$ cat config.mk
export PLATFORM = sky130hd
export DESIGN_NAME = indirect_block_map_walker_unit_flat
export DESIGN_NICKNAME = d
export VERILOG_FILES = /design/src/hw/rtl/ibmw_pkg.sv /design/src/hw/rtl/ibmw_item_if.sv /design/src/hw/rtl/ibmw_result_if.sv /design/src/hw/rtl/ibmw_cfg.sv /design/src/hw/rtl/ibmw_decode.sv /design/src/hw/rtl/ibmw_walk.sv /design/src/hw/rtl/indirect_block_map_walker_unit.sv /design/src/flat_wrapper.sv
export SDC_FILE = /design/constraint.sdc
export NUM_CORES = 1
export LEC_CHECK = 0
export ABC_CLOCK_PERIOD_IN_PS = 7700
export BUFFER_PORTS_ARGS = -buffer_cell sky130_fd_sc_hd__buf_2
export CAP_MARGIN = 30
export CORE_MARGIN = 1.5
export CORE_UTILIZATION = 30
export CTS_CLUSTER_SIZE = 28
export DETAILED_ROUTE_END_ITERATION = 8
export SYNTH_ARGS = -nofsm -noshare
export SYNTH_HDL_FRONTEND = slang
export SYNTH_SLANG_ARGS = --single-unit
$ cat constraint.sdc
create_clock -name clk -period 7.7 [get_ports clk]
set_clock_uncertainty 0.05 [all_clocks]
set_input_delay 1.54 -clock clk [delete_from_list [all_inputs] [get_ports clk]]
set_output_delay 1.54 -clock clk [all_outputs]
set_load 0.05 [all_outputs]
$ cat src/hw/rtl/ibmw_pkg.sv
// ibmw_pkg: shared types, codes and helpers for the indirect block map walker
// no dependencies; used by the interfaces and every module of the walker

package ibmw_pkg;

	localparam int WORD_W   = 32;
	localparam int ENTRY_W  = 10;
	localparam int LOG2_W   = 4;
	localparam int STATUS_W = 2;
	localparam int ADDR_W   = 3;
	localparam int DATA_W   = 32;

	localparam logic [LOG2_W-1:0] LOG2_MIN = 4'd8;
	localparam logic [LOG2_W-1:0] LOG2_RESET = 4'd8;

	// register word index within the config space
	localparam logic REG_PPB_LOG2 = 1'b0;

	typedef enum logic {
		OP_REQUEST = 1'b0,
		OP_POINTER = 1'b1
	} op_t;

	typedef enum logic {
		KIND_READ = 1'b0,
		KIND_DONE = 1'b1
	} kind_t;

	typedef enum logic [STATUS_W-1:0] {
		ST_MAPPED = 2'd0,
		ST_HOLE   = 2'd1,
		ST_RANGE  = 2'd2,
		ST_RD_ERR = 2'd3
	} status_t;

	// effective table geometry, derived at reset and once per register write
	typedef struct packed {
		logic [LOG2_W-1:0] eff_l;
		logic [WORD_W-1:0] lim1;
		logic [WORD_W-1:0] lim2;
		logic [WORD_W-1:0] lim3;
	} cfg_t;

	// split of one file block number
	typedef struct packed {
		logic                      beyond;
		logic [1:0]                level;
		logic [ENTRY_W-1:0]        entry0;
		logic [3:1][ENTRY_W-1:0]   idx;
	} decode_t;

	// one result beat plus its presence flag
	typedef struct packed {
		logic               has;
		kind_t              kind;
		logic [WORD_W-1:0]  table_block;
		logic [ENTRY_W-1:0] entry_index;
		logic [WORD_W-1:0]  disk_blk;
		status_t            status;
	} result_t;

	// clamp log2 pointers per block and derive the level limits
	function automatic cfg_t make_cfg(logic [LOG2_W-1:0] raw, logic [WORD_W-1:0] dc,
			logic [LOG2_W-1:0] max_l);
		logic [LOG2_W-1:0] l;
		logic [5:0]        l3;
		cfg_t              c;
		l = raw;
		if (l < LOG2_MIN) l = LOG2_MIN;
		if (l > max_l) l = max_l;
		l3 = 6'(l) + 6'({l, 1'b0});
		c.eff_l = l;
		c.lim1  = dc + (WORD_W'(1) << l);
		c.lim2  = c.lim1 + (WORD_W'(1) << {l, 1'b0});
		c.lim3  = c.lim2 + (WORD_W'(1) << l3);
		return c;
	endfunction

endpackage

$ cat src/hw/rtl/ibmw_item_if.sv
// ibmw_item_if: input channel of the walker, valid/ready plus item payload
// depends on ibmw_pkg for field widths

interface ibmw_item_if;
	logic                           valid;
	logic                           ready;
	logic                           op;
	logic [ibmw_pkg::WORD_W-1:0]    logical_blk;
	logic [ibmw_pkg::WORD_W-1:0]    pointer_word;
	logic                           read_failed;

	modport source (output valid, output op, output logical_blk, output pointer_word,
		output read_failed, input ready);
	modport sink (input valid, input op, input logical_blk, input pointer_word,
		input read_failed, output ready);
endinterface

$ cat src/hw/rtl/ibmw_result_if.sv
// ibmw_result_if: output channel of the walker, valid/ready plus result payload
// depends on ibmw_pkg for field widths

interface ibmw_result_if;
	logic                           valid;
	logic                           ready;
	logic                           kind;
	logic [ibmw_pkg::WORD_W-1:0]    table_block;
	logic [ibmw_pkg::ENTRY_W-1:0]   entry_index;
	logic [ibmw_pkg::WORD_W-1:0]    disk_blk;
	logic [ibmw_pkg::STATUS_W-1:0]  status;

	modport source (output valid, output kind, output table_block, output entry_index,
		output disk_blk, output status, input ready);
	modport sink (input valid, input kind, input table_block, input entry_index,
		input disk_blk, input status, output ready);
endinterface

$ cat src/hw/rtl/ibmw_cfg.sv
// ibmw_cfg: APB-style register port holding log2 pointers per block
// depends on ibmw_pkg; derives clamped geometry at write time

module ibmw_cfg #(
	parameter int DIRECT_COUNT = 12,
	parameter int INDEX_BITS   = 10
) (
	input  logic                          clk,
	input  logic                          arst_n,
	input  logic                          psel,
	input  logic                          penable,
	input  logic                          pwrite,
	input  logic [ibmw_pkg::ADDR_W-1:0]   paddr,
	input  logic [ibmw_pkg::DATA_W-1:0]   pwdata,
	output logic [ibmw_pkg::DATA_W-1:0]   prdata,
	output logic                          pready,
	output ibmw_pkg::cfg_t                cfg
);
	import ibmw_pkg::*;

	localparam logic [WORD_W-1:0] DC_W  = WORD_W'(DIRECT_COUNT);
	localparam logic [LOG2_W-1:0] MAX_L = LOG2_W'(INDEX_BITS);

	logic [LOG2_W-1:0] ppb_log2_q;
	cfg_t              cfg_q;
	logic              wr_en;

	// write strobe on the access phase
	assign wr_en  = psel && penable && pwrite && (paddr[2] == REG_PPB_LOG2);
	assign pready = 1'b1;

	always_ff @(posedge clk or negedge arst_n) begin
		if (!arst_n) begin
			ppb_log2_q <= LOG2_RESET;
			cfg_q      <= make_cfg(LOG2_RESET, DC_W, MAX_L);
		end else if (wr_en) begin
			ppb_log2_q <= pwdata[LOG2_W-1:0];
			cfg_q      <= make_cfg(pwdata[LOG2_W-1:0], DC_W, MAX_L);
		end
	end

	// read back the raw register value
	always_comb begin
		prdata = '0;
		if (paddr[2] == REG_PPB_LOG2) prdata = DATA_W'(ppb_log2_q);
	end

	assign cfg = cfg_q;

endmodule

$ cat src/hw/rtl/ibmw_decode.sv
// ibmw_decode: splits a file block number into walk level and table indices
// depends on ibmw_pkg; pure combinational logic fed by the geometry registers

module ibmw_decode #(
	parameter int DIRECT_COUNT = 12
) (
	input  ibmw_pkg::cfg_t                cfg,
	input  logic [ibmw_pkg::WORD_W-1:0]   logical_blk,
	output ibmw_pkg::decode_t             dec
);
	import ibmw_pkg::*;

	localparam logic [WORD_W-1:0]  DC_W    = WORD_W'(DIRECT_COUNT);
	localparam logic [ENTRY_W-1:0] DC_BASE = ENTRY_W'(DIRECT_COUNT - 1);

	logic               in_l0, in_l1, in_l2, in_l3;
	logic [WORD_W-1:0]  base;
	logic [WORD_W-1:0]  off;
	logic [WORD_W-1:0]  off_sh1;
	logic [WORD_W-1:0]  off_sh2;
	logic [ENTRY_W-1:0] mask;

	// range compares against precomputed limits
	assign in_l0 = logical_blk < DC_W;
	assign in_l1 = logical_blk < cfg.lim1;
	assign in_l2 = logical_blk < cfg.lim2;
	assign in_l3 = logical_blk < cfg.lim3;

	// offset inside the selected level
	always_comb begin
		priority if (in_l1) base = DC_W;
		else if (in_l2)     base = cfg.lim1;
		else                base = cfg.lim2;
	end

	assign off     = logical_blk - base;
	assign off_sh1 = off >> cfg.eff_l;
	assign off_sh2 = off >> {cfg.eff_l, 1'b0};
	assign mask    = (ENTRY_W'(1) << cfg.eff_l) - ENTRY_W'(1);

	// level and per-level indices
	always_comb begin
		dec        = '0;
		dec.beyond = !in_l3;
		priority if (in_l0) begin
			dec.level  = 2'd0;
			dec.entry0 = logical_blk[ENTRY_W-1:0];
		end else if (in_l1) begin
			dec.level  = 2'd1;
			dec.idx[1] = off[ENTRY_W-1:0] & mask;
		end else if (in_l2) begin
			dec.level  = 2'd2;
			dec.idx[1] = off_sh1[ENTRY_W-1:0] & mask;
			dec.idx[2] = off[ENTRY_W-1:0] & mask;
		end else begin
			dec.level  = 2'd3;
			dec.idx[1] = off_sh2[ENTRY_W-1:0] & mask;
			dec.idx[2] = off_sh1[ENTRY_W-1:0] & mask;
			dec.idx[3] = off[ENTRY_W-1:0] & mask;
		end
		if (!in_l0) dec.entry0 = DC_BASE + ENTRY_W'(dec.level);
	end

endmodule

$ cat src/hw/rtl/ibmw_walk.sv
// ibmw_walk: walk state, index stack and result selection for one item
// depends on ibmw_pkg; consumes the decode of the staged request

module ibmw_walk #(
	parameter int INDEX_BITS = 10,
	parameter int MAX_LEVEL  = 3
) (
	input  logic                          clk,
	input  logic                          arst_n,
	input  logic                          adv,
	input  logic                          op,
	input  logic [ibmw_pkg::WORD_W-1:0]   pointer_word,
	input  logic                          read_failed,
	input  ibmw_pkg::decode_t             dec,
	output ibmw_pkg::result_t             res
);
	import ibmw_pkg::*;

	localparam int STK_W = (MAX_LEVEL + 1 > 1) ? $clog2(MAX_LEVEL + 1) : 1;
	localparam logic [1:0] MAX_LVL = 2'(MAX_LEVEL);

	logic                  walk_busy_q;
	logic [1:0]            walk_depth_q;
	logic [1:0]            steps_done_q;
	logic [INDEX_BITS-1:0] stack_q [0:MAX_LEVEL];

	logic                  is_req;
	logic                  start;
	logic                  walk_end;
	logic                  step_on;
	logic [1:0]            steps_next;

	assign is_req     = (op == OP_REQUEST);
	assign start      = is_req && !dec.beyond && (dec.level <= MAX_LVL);
	assign steps_next = steps_done_q + 2'd1;

	// result for the staged beat
	always_comb begin
		res      = '0;
		walk_end = 1'b0;
		step_on  = 1'b0;
		res.kind   = KIND_DONE;
		res.status = ST_MAPPED;
		if (is_req) begin
			res.has = 1'b1;
			if (start) begin
				res.kind        = KIND_READ;
				res.entry_index = dec.entry0;
			end else begin
				res.status = ST_RANGE;
			end
		end else if (walk_busy_q) begin
			res.has  = 1'b1;
			walk_end = 1'b1;
			priority if (read_failed) begin
				res.status = ST_RD_ERR;
			end else if (pointer_word == '0) begin
				res.status = ST_HOLE;
			end else if (steps_done_q >= walk_depth_q) begin
				res.disk_blk = pointer_word;
			end else begin
				walk_end        = 1'b0;
				step_on         = 1'b1;
				res.kind        = KIND_READ;
				res.table_block = pointer_word;
				res.entry_index = ENTRY_W'(stack_q[STK_W'(steps_next)]);
			end
		end
	end

	// walk control state
	always_ff @(posedge clk or negedge arst_n) begin
		if (!arst_n) begin
			walk_busy_q  <= 1'b0;
			walk_depth_q <= 2'd0;
			steps_done_q <= 2'd0;
		end else if (adv) begin
			if (is_req) begin
				walk_busy_q  <= start;
				walk_depth_q <= dec.level;
				steps_done_q <= 2'd0;
			end else if (walk_end) begin
				walk_busy_q <= 1'b0;
			end else if (step_on) begin
				steps_done_q <= steps_next;
			end
		end
	end

	// index stack, loaded by every request
	always_ff @(posedge clk) begin
		if (adv && is_req) begin
			stack_q[0] <= INDEX_BITS'(dec.entry0);
			for (int k = 1; k <= MAX_LEVEL; k++) begin
				stack_q[k] <= INDEX_BITS'(dec.idx[k]);
			end
		end
	end

endmodule

$ cat src/hw/rtl/indirect_block_map_walker_unit.sv
// Indirect block map walker: one item per cycle unless the output stalls; an item
// passes the input register, then the result register, to its result beat. The
// walk state updates as an item leaves the input register, so back-to-back items
// see each other's updates. A stalled result register holds one beat and the
// input register holds one more. No memory clearing pass follows reset. Depends
// on ibmw_pkg, ibmw_item_if, ibmw_result_if, ibmw_cfg, ibmw_decode and ibmw_walk.

module indirect_block_map_walker_unit #(
	parameter int DIRECT_COUNT = 12,
	parameter int INDEX_BITS   = 10,
	parameter int MAX_LEVEL    = 3
) (
	input  logic                          clk,
	input  logic                          arst_n,
	ibmw_item_if.sink                     item,
	ibmw_result_if.source                 result,
	input  logic                          psel,
	input  logic                          penable,
	input  logic                          pwrite,
	input  logic [ibmw_pkg::ADDR_W-1:0]   paddr,
	input  logic [ibmw_pkg::DATA_W-1:0]   pwdata,
	output logic [ibmw_pkg::DATA_W-1:0]   prdata,
	output logic                          pready
);
	import ibmw_pkg::*;

	cfg_t              cfg;
	decode_t           dec;
	result_t           res;

	logic              vld_s1;
	logic              op_s1;
	logic [WORD_W-1:0] logical_blk_s1;
	logic [WORD_W-1:0] pointer_word_s1;
	logic              read_failed_s1;

	logic              vld_s2;
	result_t           res_s2;

	logic              out_free;
	logic              adv;
	logic              take;

	// handshake between the two register stages
	assign out_free   = !vld_s2 || result.ready;
	assign adv        = vld_s1 && out_free;
	assign item.ready = !vld_s1 || adv;
	assign take       = item.valid && item.ready;

	ibmw_cfg #(
		.DIRECT_COUNT (DIRECT_COUNT),
		.INDEX_BITS   (INDEX_BITS)
	) u_cfg (
		.clk     (clk),
		.arst_n  (arst_n),
		.psel    (psel),
		.penable (penable),
		.pwrite  (pwrite),
		.paddr   (paddr),
		.pwdata  (pwdata),
		.prdata  (prdata),
		.pready  (pready),
		.cfg     (cfg)
	);

	// input register
	always_ff @(posedge clk or negedge arst_n) begin
		if (!arst_n) begin
			vld_s1 <= 1'b0;
		end else if (take) begin
			vld_s1 <= 1'b1;
		end else if (adv) begin
			vld_s1 <= 1'b0;
		end
	end

	always_ff @(posedge clk) begin
		if (take) begin
			op_s1           <= item.op;
			logical_blk_s1  <= item.logical_blk;
			pointer_word_s1 <= item.pointer_word;
			read_failed_s1  <= item.read_failed;
		end
	end

	ibmw_decode #(
		.DIRECT_COUNT (DIRECT_COUNT)
	) u_decode (
		.cfg         (cfg),
		.logical_blk (logical_blk_s1),
		.dec         (dec)
	);

	ibmw_walk #(
		.INDEX_BITS (INDEX_BITS),
		.MAX_LEVEL  (MAX_LEVEL)
	) u_walk (
		.clk          (clk),
		.arst_n       (arst_n),
		.adv          (adv),
		.op           (op_s1),
		.pointer_word (pointer_word_s1),
		.read_failed  (read_failed_s1),
		.dec          (dec),
		.res          (res)
	);

	// result register
	always_ff @(posedge clk or negedge arst_n) begin
		if (!arst_n) begin
			vld_s2 <= 1'b0;
		end else if (out_free) begin
			vld_s2 <= adv && res.has;
		end
	end

	always_ff @(posedge clk) begin
		if (out_free && adv) begin
			res_s2 <= res;
		end
	end

	assign result.valid       = vld_s2;
	assign result.kind        = res_s2.kind;
	assign result.table_block = res_s2.table_block;
	assign result.entry_index = res_s2.entry_index;
	assign result.disk_blk    = res_s2.disk_blk;
	assign result.status      = res_s2.status;

endmodule

$ cat src/flat_wrapper.sv
// flat-port wrapper written by rule: the top's interface ports become plain ports
module indirect_block_map_walker_unit_flat import ibmw_pkg::*;
#(
	parameter int DIRECT_COUNT = 12,
	parameter int INDEX_BITS   = 10,
	parameter int MAX_LEVEL    = 3
)
  (clk, arst_n, psel, penable, pwrite, paddr, pwdata, prdata, pready, item_valid, item_op, item_logical_blk, item_pointer_word, item_read_failed, item_ready, result_valid, result_kind, result_table_block, result_entry_index, result_disk_blk, result_status, result_ready);
  ibmw_item_if item_i ();
  ibmw_result_if result_i ();
  input  logic clk;
  input  logic arst_n;
  input  logic psel;
  input  logic penable;
  input  logic pwrite;
  input  logic [ibmw_pkg::ADDR_W-1:0] paddr;
  input  logic [ibmw_pkg::DATA_W-1:0] pwdata;
  output logic [ibmw_pkg::DATA_W-1:0] prdata;
  output logic pready;
  input wire logic [$bits(item_i.valid)-1:0] item_valid;
  input wire logic [$bits(item_i.op)-1:0] item_op;
  input wire logic [$bits(item_i.logical_blk)-1:0] item_logical_blk;
  input wire logic [$bits(item_i.pointer_word)-1:0] item_pointer_word;
  input wire logic [$bits(item_i.read_failed)-1:0] item_read_failed;
  output wire logic [$bits(item_i.ready)-1:0] item_ready;
  output wire logic [$bits(result_i.valid)-1:0] result_valid;
  output wire logic [$bits(result_i.kind)-1:0] result_kind;
  output wire logic [$bits(result_i.table_block)-1:0] result_table_block;
  output wire logic [$bits(result_i.entry_index)-1:0] result_entry_index;
  output wire logic [$bits(result_i.disk_blk)-1:0] result_disk_blk;
  output wire logic [$bits(result_i.status)-1:0] result_status;
  input wire logic [$bits(result_i.ready)-1:0] result_ready;
  assign item_i.valid = item_valid;
  assign item_i.op = item_op;
  assign item_i.logical_blk = item_logical_blk;
  assign item_i.pointer_word = item_pointer_word;
  assign item_i.read_failed = item_read_failed;
  assign item_ready = item_i.ready;
  assign result_valid = result_i.valid;
  assign result_kind = result_i.kind;
  assign result_table_block = result_i.table_block;
  assign result_entry_index = result_i.entry_index;
  assign result_disk_blk = result_i.disk_blk;
  assign result_status = result_i.status;
  assign result_i.ready = result_ready;
  indirect_block_map_walker_unit #(.DIRECT_COUNT(DIRECT_COUNT), .INDEX_BITS(INDEX_BITS), .MAX_LEVEL(MAX_LEVEL)) u_core (.clk(clk), .arst_n(arst_n), .item(item_i), .result(result_i), .psel(psel), .penable(penable), .pwrite(pwrite), .paddr(paddr), .pwdata(pwdata), .prdata(prdata), .pready(pready));
endmodule
==> flow_metrics.py, run 1 <==
metrics = {
    "route": {
        "firstDrtPassIters": 5,
        "wl_um": 37420,
        "antenna_left": 0,
        "drcViolationCount": 0,
        "vias_per_cell": 5.071,
        "num_vias": 10730,
        "initialDrtViolationCount": 636,
        "post_drt_wl_per_cell_um": 17.69,
    },
    "cts": {
        "clk_pin_slew_worst_paths_ns": 0.07,
        "clk_latency_ns": 0.56,
        "post_cts_resized": 0,
        "post_cts_buffers": 0,
        "cts_buffers": 27,
        "htreeDepth": 1,
        "postCtsHoldBufs": 0,
        "cts_max_path_buffers": 3,
        "cts_sinks": 237,
        "cts_tree": "built",
        "root_buffer": "clkbuf_16",
    },
    "synthesis": {
        "synthArstFlopShare_pct": 22.78,
        "synth_area_leaders": "edfxtp_1, dfrtp_1, ha_1",
        "synthCells": 1323,
        "synthesis.area_mm2": 0.01399,
        "ys.flop_type": "edfxtp_1",
        "yosys_warnings": 0,
        "synth_area_leader_cell": "edfxtp_1",
        "synth_edf_count": 183,
        "synth-seq-cells": 237,
        "synth.avg_cell_area_um2": 10.58,
        "synthDistinctLibCells": 84,
        "yosysSeqAreaShare_pct": 48.99,
        "netlist.area_leader.share_pct": 39.27,
    },
    "setup_path": {
        "crit_slowest_cell": "a21oi_1",
        "crit_required_ns": 7.91,
        "slowest_delay_ns": 0.82,
        "crit_top_cell": "a21oi_1",
        "path_cells": "nor2_1 > and3_1 > nand3_1 > nand2b_1 > buf_4 > inv_1 > a21oi_1 > nand2_1 > ha_1 > a211o_1 > a21o_1 > a21oi_1 > o311ai_0 > a311oi_1 > mux2i_1 > a221oi_1 > o22ai_1",
        "path_max_fanout": 17,
        "worstPathArrival_ns": 6.40,
        "endpoint_kind": "register",
        "startpoint_type": "register",
        "path_class": "reg2reg",
    },
    "global_route": {
        "grt_pass1_wl_um": 57530,
        "grt_pass1_vias": 10260,
        "grtUsageTotal_pct": 15.29,
        "grt_max_degree": 77,
        "antenna_found_initial": 0,
        "grt-ovfl-total": 0,
    },
    "sta": {
        "max_slew_margin_pct": 32.22,
        "fmax_mhz": 161.5,
        "hold_slack_ns": 0.4078,
        "hold_viol": 0,
        "period_share_pct": 80.42,
        "worst_slew_pin_slew_ns": 1.017,
        "report.final.setup_viol": 0,
        "rsz0062_at_grt": "false",
        "fin_ws_ns": 1.508,
        "slew_violations": 0,
        "final.setup.tns_ns": 0,
        "min_period_ns": 6.192,
    },
    "finish": {
        "syn2layout_area_growth_pct": 16.85,
        "drive_gt1_share_pct": 17.89,
        "nets": 1697,
        "diodes": 0,
        "fin_util_pct": 35.80,
    },
    "outcome": {
        "status": "finished clean",
    },
    "floorplanning": {
        "die_h_um": 219.0,
        "start_util_pct": 30.64,
        "placementRows": 78,
        "core_mm2": 0.04567,
        "fp.dieArea_mm2": 0.04795,
        "die_w_um": 219.0,
        "ioPinCount": 220,
    },
    "pwr": {
        "intPower_uw": 2765,
        "p_leak_uw": 0.006626,
        "sw_frac_of_total_pct": 34.29,
        "pwr-share-clk_pct": 30.6,
        "switching_power_uw": 1443,
        "p_per_area_mw_per_mm2": 257.3,
        "combPwrFrac_pct": 29.4,
        "ir_worst_vdd_mv": 0.1815,
        "seqPwrFrac_pct": 40.0,
    },
    "job": {
        "maxCapViolations": 0,
    },
    "place": {
        "portBuffers": 160,
        "hpwlAfterDp_um": 27900,
        "gp_congestion": 0.9000,
        "dp_slack_ns": 1.701,
    },
    "hold_path": {
        "hold_class": "reg2reg",
    },
}
## layer usage
layer  up-vias  routed length [um]  global-route usage (%)
met3        69                2265                   2.412
met5         -                   0                       0
met1      5160               16910                   20.86
met2       358               17090                   24.77
li1       5138                   -                       -
met4         0                1156                   4.886
## stage by stage
stage               instances  power (uW)  instance area (um2)
floorplan                1375        2609                14190
global placement         2064        2912                15410
detailed placement       2065        2931                15440
CTS                      2114        4239                16330
global route             2115        4428                16350
finish                   2115        4208                16350
## cells by family after synthesis
logic type               after synthesis  share of synthesized area (%)
buffers and inverters                147                          4.748
AND/OR/NAND/NOR                      471                          16.90
AO/OA/AOI/OAI                        295                          14.21
adder cells (fa/ha/maj)               94                          8.405
multiplexers                          36                          4.131
flip-flops                           237                          48.99
other                                  2                        0.05367
XOR/XNOR                              41                          2.566
## worst paths after layout
kind / start / end / slack, ns / cells past startpoint
setup / recovery: u_core.logical_blk_s1[21] / u_core.u_walk.stack_q[1][5] / 1.51 / 17
hold / removal: u_core.u_cfg.ppb_log2_q[3] / u_core.u_cfg.ppb_log2_q[3] / 0.41 / 2
setup reg to reg: u_core.logical_blk_s1[21] / u_core.u_walk.stack_q[1][5] / 1.51 / 17
hold reg to reg: u_core.u_cfg.ppb_log2_q[3] / u_core.u_cfg.ppb_log2_q[3] / 0.41 / 2
max in group asynchronous: arst_n / u_core.u_walk.walk_depth_q[0] / 6.00 / 2
min in group asynchronous: arst_n / u_core.u_cfg.cfg[30] / 1.09 / 2
## sequential cells by signal (all words and copies together), names as in the netlist
| name | count |
|---|---|
| u_core.read_failed_s1 | 1 |
| u_core.u_cfg.cfg | 43 |
| u_core.u_walk.stack_q | 40 |
| u_core.result.entry_index | 10 |
| u_core.result.status | 2 |
| u_core.pointer_word_s1 | 32 |
| u_core.logical_blk_s1 | 32 |
| u_core.vld_s1 | 1 |
| u_core.result.valid | 1 |
| u_core.op_s1 | 1 |
| u_core.u_walk.walk_depth_q | 2 |
| u_core.result.table_block | 32 |
| u_core.result.kind | 1 |
| u_core.u_walk.steps_done_q | 2 |
| u_core.u_cfg.ppb_log2_q | 4 |
| u_core.result.disk_blk | 32 |
| u_core.u_walk.walk_busy_q | 1 |
## worst max-delay path: cells and delay by family, from the launching register on
| kind | cells | cell delay, ns |
|---|---|---|
| adder cells (fa/ha/maj) | 1 | 0.47 |
| AND/OR/NAND/NOR | 5 | 0.80 |
| multiplexers | 1 | 0.20 |
| AO/OA/AOI/OAI | 8 | 3.18 |
| buffers and inverters | 2 | 0.42 |
| flip-flops | 1 | 0.75 |
## cells in the final DEF (no fill, tap or decap), types with 7 or more instances in the layout
| master | Yosys | final |
|---|---|---|
| xnor2_1 | 20 | 20 |
| ha_1 | 94 | 94 |
| a21oi_1 | 70 | 70 |
| nand2b_1 | 18 | 18 |
| buf_2 | 3 | 160 |
| o21a_1 | 10 | 10 |
| dfstp_2 | 7 | 7 |
| conb_1 | 2 | 54 |
| clkbuf_16 | 0 | 27 |
| nor2b_1 | 10 | 10 |
| a211o_1 | 7 | 7 |
| a21o_1 | 25 | 25 |
| inv_1 | 64 | 63 |
| a31oi_1 | 10 | 10 |
| mux2_2 | 10 | 10 |
| mux4_2 | 16 | 16 |
| nor4_1 | 20 | 20 |
| and2_1 | 76 | 75 |
| nor3_1 | 25 | 24 |
| edfxtp_1 | 183 | 183 |
| nor2_1 | 86 | 85 |
| dfrtp_1 | 47 | 47 |
| buf_4 | 29 | 10 |
| nand3_1 | 26 | 26 |
| nand4_1 | 18 | 18 |
| and3_1 | 14 | 14 |
| a211oi_1 | 11 | 11 |
| mux2i_1 | 9 | 9 |
| xor2_1 | 21 | 21 |
| nand2_1 | 147 | 147 |
| o31ai_1 | 10 | 10 |
| o21ai_0 | 76 | 76 |
## Yosys cell counts (18+ instances only)
cell type	n
o21ai_0	76
inv_1	64
a21o_1	25
nand2_1	147
xor2_1	21
buf_4	29
nor3_1	25
nand3_1	26
clkbuf_1	45
nor2_1	86
edfxtp_1	183
a21oi_1	70
and2_1	76
ha_1	94
nor4_1	20
nand4_1	18
nand2b_1	18
xnor2_1	20
dfrtp_1	47
## layout make-up
type                    count  area [um2]
multi-input cells         991        6684
fillers                  4560       29320
well taps                 600       750.7
clock buffers              34       721.9
repair buffers            172       923.4
flip-flops and latches    237        6855
inverters                  66       247.7
clock inverters            15       167.7
## power by group through the flow
| stage | logic, uW | registers, uW | clock network (uW) |
|---|---|---|---|
| 5_1_grt | 1340 | 1700 | 1380 |
| 2_1_floorplan | 785 | 1820 | 0 |
| 4_1_cts | 1220 | 1690 | 1330 |
| 3_5_place_dp | 1220 | 1710 | 0 |
| 6_report | 1240 | 1680 | 1290 |
| 3_3_place_gp | 1200 | 1710 | 0 |
No activity file was read; power rests on OpenSTA's default activity.
==> run 2, diff against run 1 <==
--- a/config.mk
+++ b/config.mk
@@ -5,7 +5,7 @@
 export SDC_FILE = /design/constraint.sdc
 export NUM_CORES = 1
 export LEC_CHECK = 0
-export ABC_CLOCK_PERIOD_IN_PS = 7700
+export ABC_CLOCK_PERIOD_IN_PS = 6300
 export BUFFER_PORTS_ARGS = -buffer_cell sky130_fd_sc_hd__buf_2
 export CAP_MARGIN = 30
 export CORE_MARGIN = 1.5
==> constraint.sdc (replaced) <==
create_clock -name clk -period 6.3 [get_ports clk]
set_clock_uncertainty 0.05 [all_clocks]
set_input_delay 1.26 -clock clk [delete_from_list [all_inputs] [get_ports clk]]
set_output_delay 1.26 -clock clk [all_outputs]
set_load 0.05 [all_outputs]
==> run 2 against run 1 <==
Against the previous run: non-clock buffer count grew 11; via count rose by 0.91%; worst hold slack better by 0.00091 ns; global-route usage up 0.070 points; final area increased by 0.63%; utilization grew 0.23 points.
==> flow_metrics.py, run 2 (same netlist as run 1, synthesis figures left out) <==
metrics = {
    "cts": {
        "root_buffer": "clkbuf_16",
        "clk_latency_ns": 0.57,
        "cts_sinks": 237,
        "postCtsHoldBufs": 0,
        "cts_buffers": 26,
        "clk_pin_slew_worst_paths_ns": 0.06,
        "htreeDepth": 1,
        "cts_max_path_buffers": 3,
        "post_cts_resized": 0,
        "post_cts_buffers": 0,
        "cts_tree": "built",
    },
    "route": {
        "initialDrtViolationCount": 652,
        "antenna_left": 0,
        "num_vias": 10820,
        "post_drt_wl_per_cell_um": 17.72,
        "firstDrtPassIters": 5,
        "drcViolationCount": 0,
        "vias_per_cell": 5.093,
        "wl_um": 37670,
    },
    "floorplanning": {
        "core_mm2": 0.04567,
        "die_h_um": 219.0,
        "die_w_um": 219.0,
        "start_util_pct": 30.64,
        "ioPinCount": 220,
        "fp.dieArea_mm2": 0.04795,
        "placementRows": 78,
    },
    "setup_path": {
        "r2r_cells": 16,
        "cp-endpoint": "u_core.u_walk.stack_q[1][5]",
        "path_max_fanout": 11,
        "path_class": "reg2reg",
        "cp-startpoint": "u_core.logical_blk_s1[6]",
        "r2r_start": "u_core.logical_blk_s1[6]",
        "r2r_slack_ns": 1.08,
        "endpoint_kind": "register",
        "crit_required_ns": 6.51,
        "worstPathArrival_ns": 5.42,
        "startpoint_type": "register",
        "reg2reg_to": "u_core.u_walk.stack_q[1][5]",
    },
    "finish": {
        "syn2layout_area_growth_pct": 17.59,
        "drive_gt1_share_pct": 18.69,
        "final_cell_mix": "edfxtp_1, buf_2, nand2_1, ha_1, nor2_1",
        "largest_reg_flops": 43,
        "final_common_cell": "edfxtp_1",
        "nets": 1707,
        "diodes": 0,
        "fin_util_pct": 36.03,
    },
    "global_route": {
        "grt_pass1_wl_um": 57910,
        "grt_max_degree": 67,
        "grt_pass1_vias": 10440,
        "grtUsageTotal_pct": 15.36,
        "grt-ovfl-total": 0,
        "antenna_found_initial": 1,
    },
    "place": {
        "portBuffers": 160,
        "hpwlAfterDp_um": 28200,
        "gp_congestion": 0.9018,
    },
    "outcome": {
        "status": "finished clean",
    },
    "pwr": {
        "p_leak_uw": 0.006690,
        "p_total_uw": 5217,
        "ir_worst_vdd_mv": 0.2134,
        "p_per_area_mw_per_mm2": 317.1,
    },
    "hold_path": {
        "hold_class": "reg2reg",
        "min_path_cells": 2,
    },
    "sta": {
        "worst_slew_pin_slew_ns": 0.8853,
        "final.setup.tns_ns": 0,
        "hold_viol": 0,
        "min_period_ns": 5.217,
        "period_share_pct": 82.81,
        "fmax_mhz": 191.7,
        "max_slew_margin_pct": 40.53,
        "rsz0062_at_grt": "false",
        "report.final.setup_viol": 0,
        "slew_violations": 0,
    },
    "job": {
        "maxCapViolations": 0,
    },
}
-- run 2: worst min path at each step --
stage                               start                    endpoint  slack (ns)
2_1_floorplan  u_core.u_cfg.ppb_log2_q[3]  u_core.u_cfg.ppb_log2_q[3]        0.39
3_3_place_gp   u_core.u_cfg.ppb_log2_q[3]  u_core.u_cfg.ppb_log2_q[3]        0.40
3_5_place_dp   u_core.u_cfg.ppb_log2_q[3]  u_core.u_cfg.ppb_log2_q[3]        0.40
4_1_cts        u_core.u_cfg.ppb_log2_q[3]  u_core.u_cfg.ppb_log2_q[3]        0.41
5_1_grt        u_core.u_cfg.ppb_log2_q[3]  u_core.u_cfg.ppb_log2_q[3]        0.43
6_report       u_core.u_cfg.ppb_log2_q[3]  u_core.u_cfg.ppb_log2_q[3]        0.41
-- run 2: cell type report --
class                      count  area, um2
clock inverter                19      246.5
tap                          600      750.7
multi-input combinational    991       6684
timing repair buffer         183      998.5
sequential                   237       6855
clock buffer                  29      671.9
fill                        4611      29220
inverter                      66      247.7
-- run 2: power by group --
| group | internal [uW] | switching (uW) | leakage, uW | total (uW) |
|---|---|---|---|---|
| Clock | 980 | 655 | 0.000452 | 1640 |
| Combinational | 543 | 983 | 0.00377 | 1530 |
| Sequential | 1910 | 145 | 0.00247 | 2060 |
-- run 2: critical path, cell delays in order (launching register included) --
cell,delay [ns]
edfxtp_1,0.56
nor4_2,0.55
a21oi_1,0.16
o31ai_1,0.30
nand3b_1,0.36
a21oi_1,0.11
buf_4,0.19
nand2_1,0.08
ha_1,0.36
a211o_1,0.38
a31oi_1,0.20
nand3_1,0.11
o21ai_0,0.39
xor2_1,0.45
o2111ai_1,0.27
a31oi_1,0.25
o22ai_1,0.14
-- run 2: stage by stage --
| step | std cells | hold slack [ns] | cell area (um2) | worst slack [ns] |
|---|---|---|---|---|
| floorplan | 1375 | 0.3860 | 14190 | 1.643 |
| global placement | 2075 | 0.4012 | 15500 | 1.216 |
| detailed placement | 2076 | 0.4049 | 15520 | 1.199 |
| CTS | 2124 | 0.4135 | 16430 | 1.165 |
| global route | 2125 | 0.4341 | 16450 | 0.6779 |
| finish | 2125 | 0.4087 | 16450 | 1.083 |
-- run 2: per-layer routing --
layer | GRT usage, % | share of wire [%]
met1 | 20.76 | 44
met4 | 4.543 | 3.0
met2 | 25.33 | 46
met5 | 0 | 0
met3 | 2.384 | 6.8
==> run 3, diff against run 2 <==
--- a/config.mk
+++ b/config.mk
@@ -5,7 +5,7 @@
 export SDC_FILE = /design/constraint.sdc
 export NUM_CORES = 1
 export LEC_CHECK = 0
-export ABC_CLOCK_PERIOD_IN_PS = 6300
+export ABC_CLOCK_PERIOD_IN_PS = 5150
 export BUFFER_PORTS_ARGS = -buffer_cell sky130_fd_sc_hd__buf_2
 export CAP_MARGIN = 30
 export CORE_MARGIN = 1.5
==> constraint.sdc (replaced) <==
create_clock -name clk -period 5.15 [get_ports clk]
set_clock_uncertainty 0.05 [all_clocks]
set_input_delay 1.03 -clock clk [delete_from_list [all_inputs] [get_ports clk]]
set_output_delay 1.03 -clock clk [all_outputs]
set_load 0.05 [all_outputs]
==> run 3 against run 2 <==
Against the previous run: first-iteration DRC count fell by 11%; sequential power rose by 21%; global-route usage barely moved; cell count rose by 2.5%; power rose by 25%; register-to-register slack got worse by 0.91 ns; non-clock buffer count rose by 52; sequential share of layout area fell by 1.2 points; wire length rose by 0.25%; utilization rose by 1.0 points; final area rose by 2.9%; critical path depth rose by 3; highest routed layer unchanged.
==> flow_metrics.py, run 3 (same netlist as run 1, synthesis figures left out) <==
metrics = {
    "setup_path": {
        "startpoint_type": "register",
        "r2r_slack_ns": 0.17,
        "path_max_fanout": 7,
        "cp-startpoint": "u_core.u_cfg.cfg[78]",
        "r2r_start": "u_core.u_cfg.cfg[78]",
        "reg2reg_to": "u_core.u_walk.stack_q[1][4]",
        "crit_required_ns": 5.39,
        "path_class": "reg2reg",
        "endpoint_kind": "register",
        "worstPathArrival_ns": 5.22,
        "r2r_cells": 19,
    },
    "cts": {
        "clk_pin_slew_worst_paths_ns": 0.06,
        "cts_sinks": 237,
        "htreeDepth": 1,
        "clk_latency_ns": 0.55,
        "cts_max_path_buffers": 3,
        "cts_tree": "built",
        "root_buffer": "clkbuf_16",
        "postCtsHoldBufs": 0,
        "cts_buffers": 27,
    },
    "route": {
        "wl_um": 37760,
        "drcViolationCount": 0,
        "post_drt_wl_per_cell_um": 17.33,
        "vias_per_cell": 5.037,
        "firstDrtPassIters": 5,
        "antenna_left": 0,
        "num_vias": 10980,
        "initialDrtViolationCount": 582,
    },
    "floorplanning": {
        "ioPinCount": 220,
        "die_w_um": 219.0,
        "fp.dieArea_mm2": 0.04795,
        "placementRows": 78,
        "die_h_um": 219.0,
        "start_util_pct": 30.64,
        "core_mm2": 0.04567,
    },
    "place": {
        "placed_cell_area_mm2": 0.01591,
        "gp_congestion": 0.9010,
        "portBuffers": 160,
        "hpwlAfterDp_um": 29240,
    },
    "hold_path": {
        "min_to": "u_core.u_cfg.ppb_log2_q[3]",
        "min_path_cells": 2,
        "hold_class": "reg2reg",
        "min_from": "u_core.u_cfg.ppb_log2_q[3]",
    },
    "finish": {
        "final_cell_mix": "edfxtp_1, buf_2, nand2_1, ha_1, nor2_1",
        "largest_reg_flops": 43,
        "fin_util_pct": 37.08,
        "syn2layout_area_growth_pct": 21.01,
        "seqCellArea_mm2": 0.006855,
        "nets": 1760,
        "drive_gt1_share_pct": 21.53,
        "diodes": 0,
        "stdcell_area_mm2": 0.01693,
        "final_common_cell": "edfxtp_1",
        "nFillCells": 4552,
        "multiInputGateArea_mm2": 0.006721,
    },
    "sta": {
        "slew_violations": 0,
        "max_slew_margin_pct": 38.09,
        "hold_viol": 0,
        "min_period_ns": 4.980,
        "rsz0062_at_grt": "false",
        "report.final.setup_viol": 0,
        "period_share_pct": 96.71,
        "hold_slack_ns": 0.4169,
        "worst_slew_pin_slew_ns": 0.9215,
        "fmax_mhz": 200.8,
    },
    "global_route": {
        "grt_pass1_vias": 10590,
        "grtUsageTotal_pct": 15.39,
        "antenna_found_initial": 0,
        "grt_pass1_wl_um": 58200,
        "grt_max_degree": 67,
        "grt-ovfl-total": 0,
    },
    "pwr": {
        "p_total_uw": 6518,
        "p_leak_uw": 0.006975,
        "ir_worst_vdd_mv": 0.2926,
        "p_per_area_mw_per_mm2": 384.9,
    },
    "outcome": {
        "status": "finished clean",
    },
    "job": {
        "maxCapViolations": 0,
    },
}
-- run 3: cell types whose count changed in the layout (fill, tap and decap cells not counted), sizes merged --
cell,delta
clkinvlp,-1
clkinv,-5
clkbuf,+8
buf,+52
-- run 3: worst max-delay path by stage --
| stage | endpoint | slack [ns] |
|---|---|---|
| floorplan | u_core.u_walk.stack_q[1][4] | 0.49 |
| global placement | u_core.u_walk.stack_q[1][5] | 0.11 |
| detailed placement | u_core.u_walk.stack_q[1][5] | -0.02 |
| CTS | u_core.u_walk.stack_q[1][5] | 0.13 |
| global route | u_core.u_walk.stack_q[1][3] | 0.00002 |
| finish | u_core.u_walk.stack_q[1][4] | 0.17 |
-- run 3: layout make-up --
| cell class | count | area share (%) |
|---|---|---|
| Sequential cell | 237 | 40.48 |
| Inverter | 66 | 1.463 |
| Timing Repair Buffer | 235 | 8.246 |
| Multi-Input combinational cell | 991 | 39.69 |
| Clock inverter | 13 | 1.293 |
| Tap cell | 600 | 4.433 |
| Clock buffer | 37 | 4.389 |
-- run 3: timing repair --
item | CTS | global route
pin swaps | 0 | 1
endpoints found under the hold margin | 0 | 0
buffers inserted | 0 | 0
resized for setup | 1 | 6
endpoints found under the setup margin | 1 | 8
-- run 3: critical path, stage by stage (launching register included) --
cell	delay, ns
dfrtp_1	0.40
inv_1	0.11
ha_1	0.29
nand4bb_1	0.13
a21oi_1	0.20
and4_1	0.29
a221oi_1	0.12
buf_4	0.19
a21oi_4	0.23
nand2_1	0.09
ha_1	0.36
a211o_1	0.36
a31oi_1	0.21
nand3_1	0.12
o211ai_1	0.27
o21ai_0	0.16
xnor2_1	0.45
mux4_2	0.35
nor3_1	0.05
a211o_1	0.30
-- run 3: report_power, final --
group,total (uW),leakage (uW),switching (uW),internal (uW)
registers,2490,0.00247,156,2340
logic,1980,0.00403,1250,734
clock network,2040,0.000469,770,1270
total,6520,0.00698,2180,4340
-- run 3: metal layers --
| metal | GRT usage, % | wire length [um] | share of wire, % | vias to the layer above |
|---|---|---|---|---|
| li1 | - | - | - | 5265 |
| met1 | 20.50 | 16780 | 44 | 5271 |
| met2 | 25.36 | 17400 | 46 | 375 |
| met3 | 2.994 | 2483 | 6.6 | 64 |
| met4 | 4.384 | 1088 | 2.9 | 0 |
| met5 | 0 | 0 | 0 | - |
-- run 3: through the flow --
| stage | cells | setup TNS (ns) | worst slack, ns |
|---|---|---|---|
| after floorplan | 1375 | 0 | 0.4926 |
| after global placement | 2127 | 0 | 0.1094 |
| after detailed placement | 2128 | -0.01569 | -0.01569 |
| after CTS | 2178 | 0 | 0.1308 |
| after global routing | 2179 | 0 | 0.00002487 |
| final | 2179 | 0 | 0.1697 |
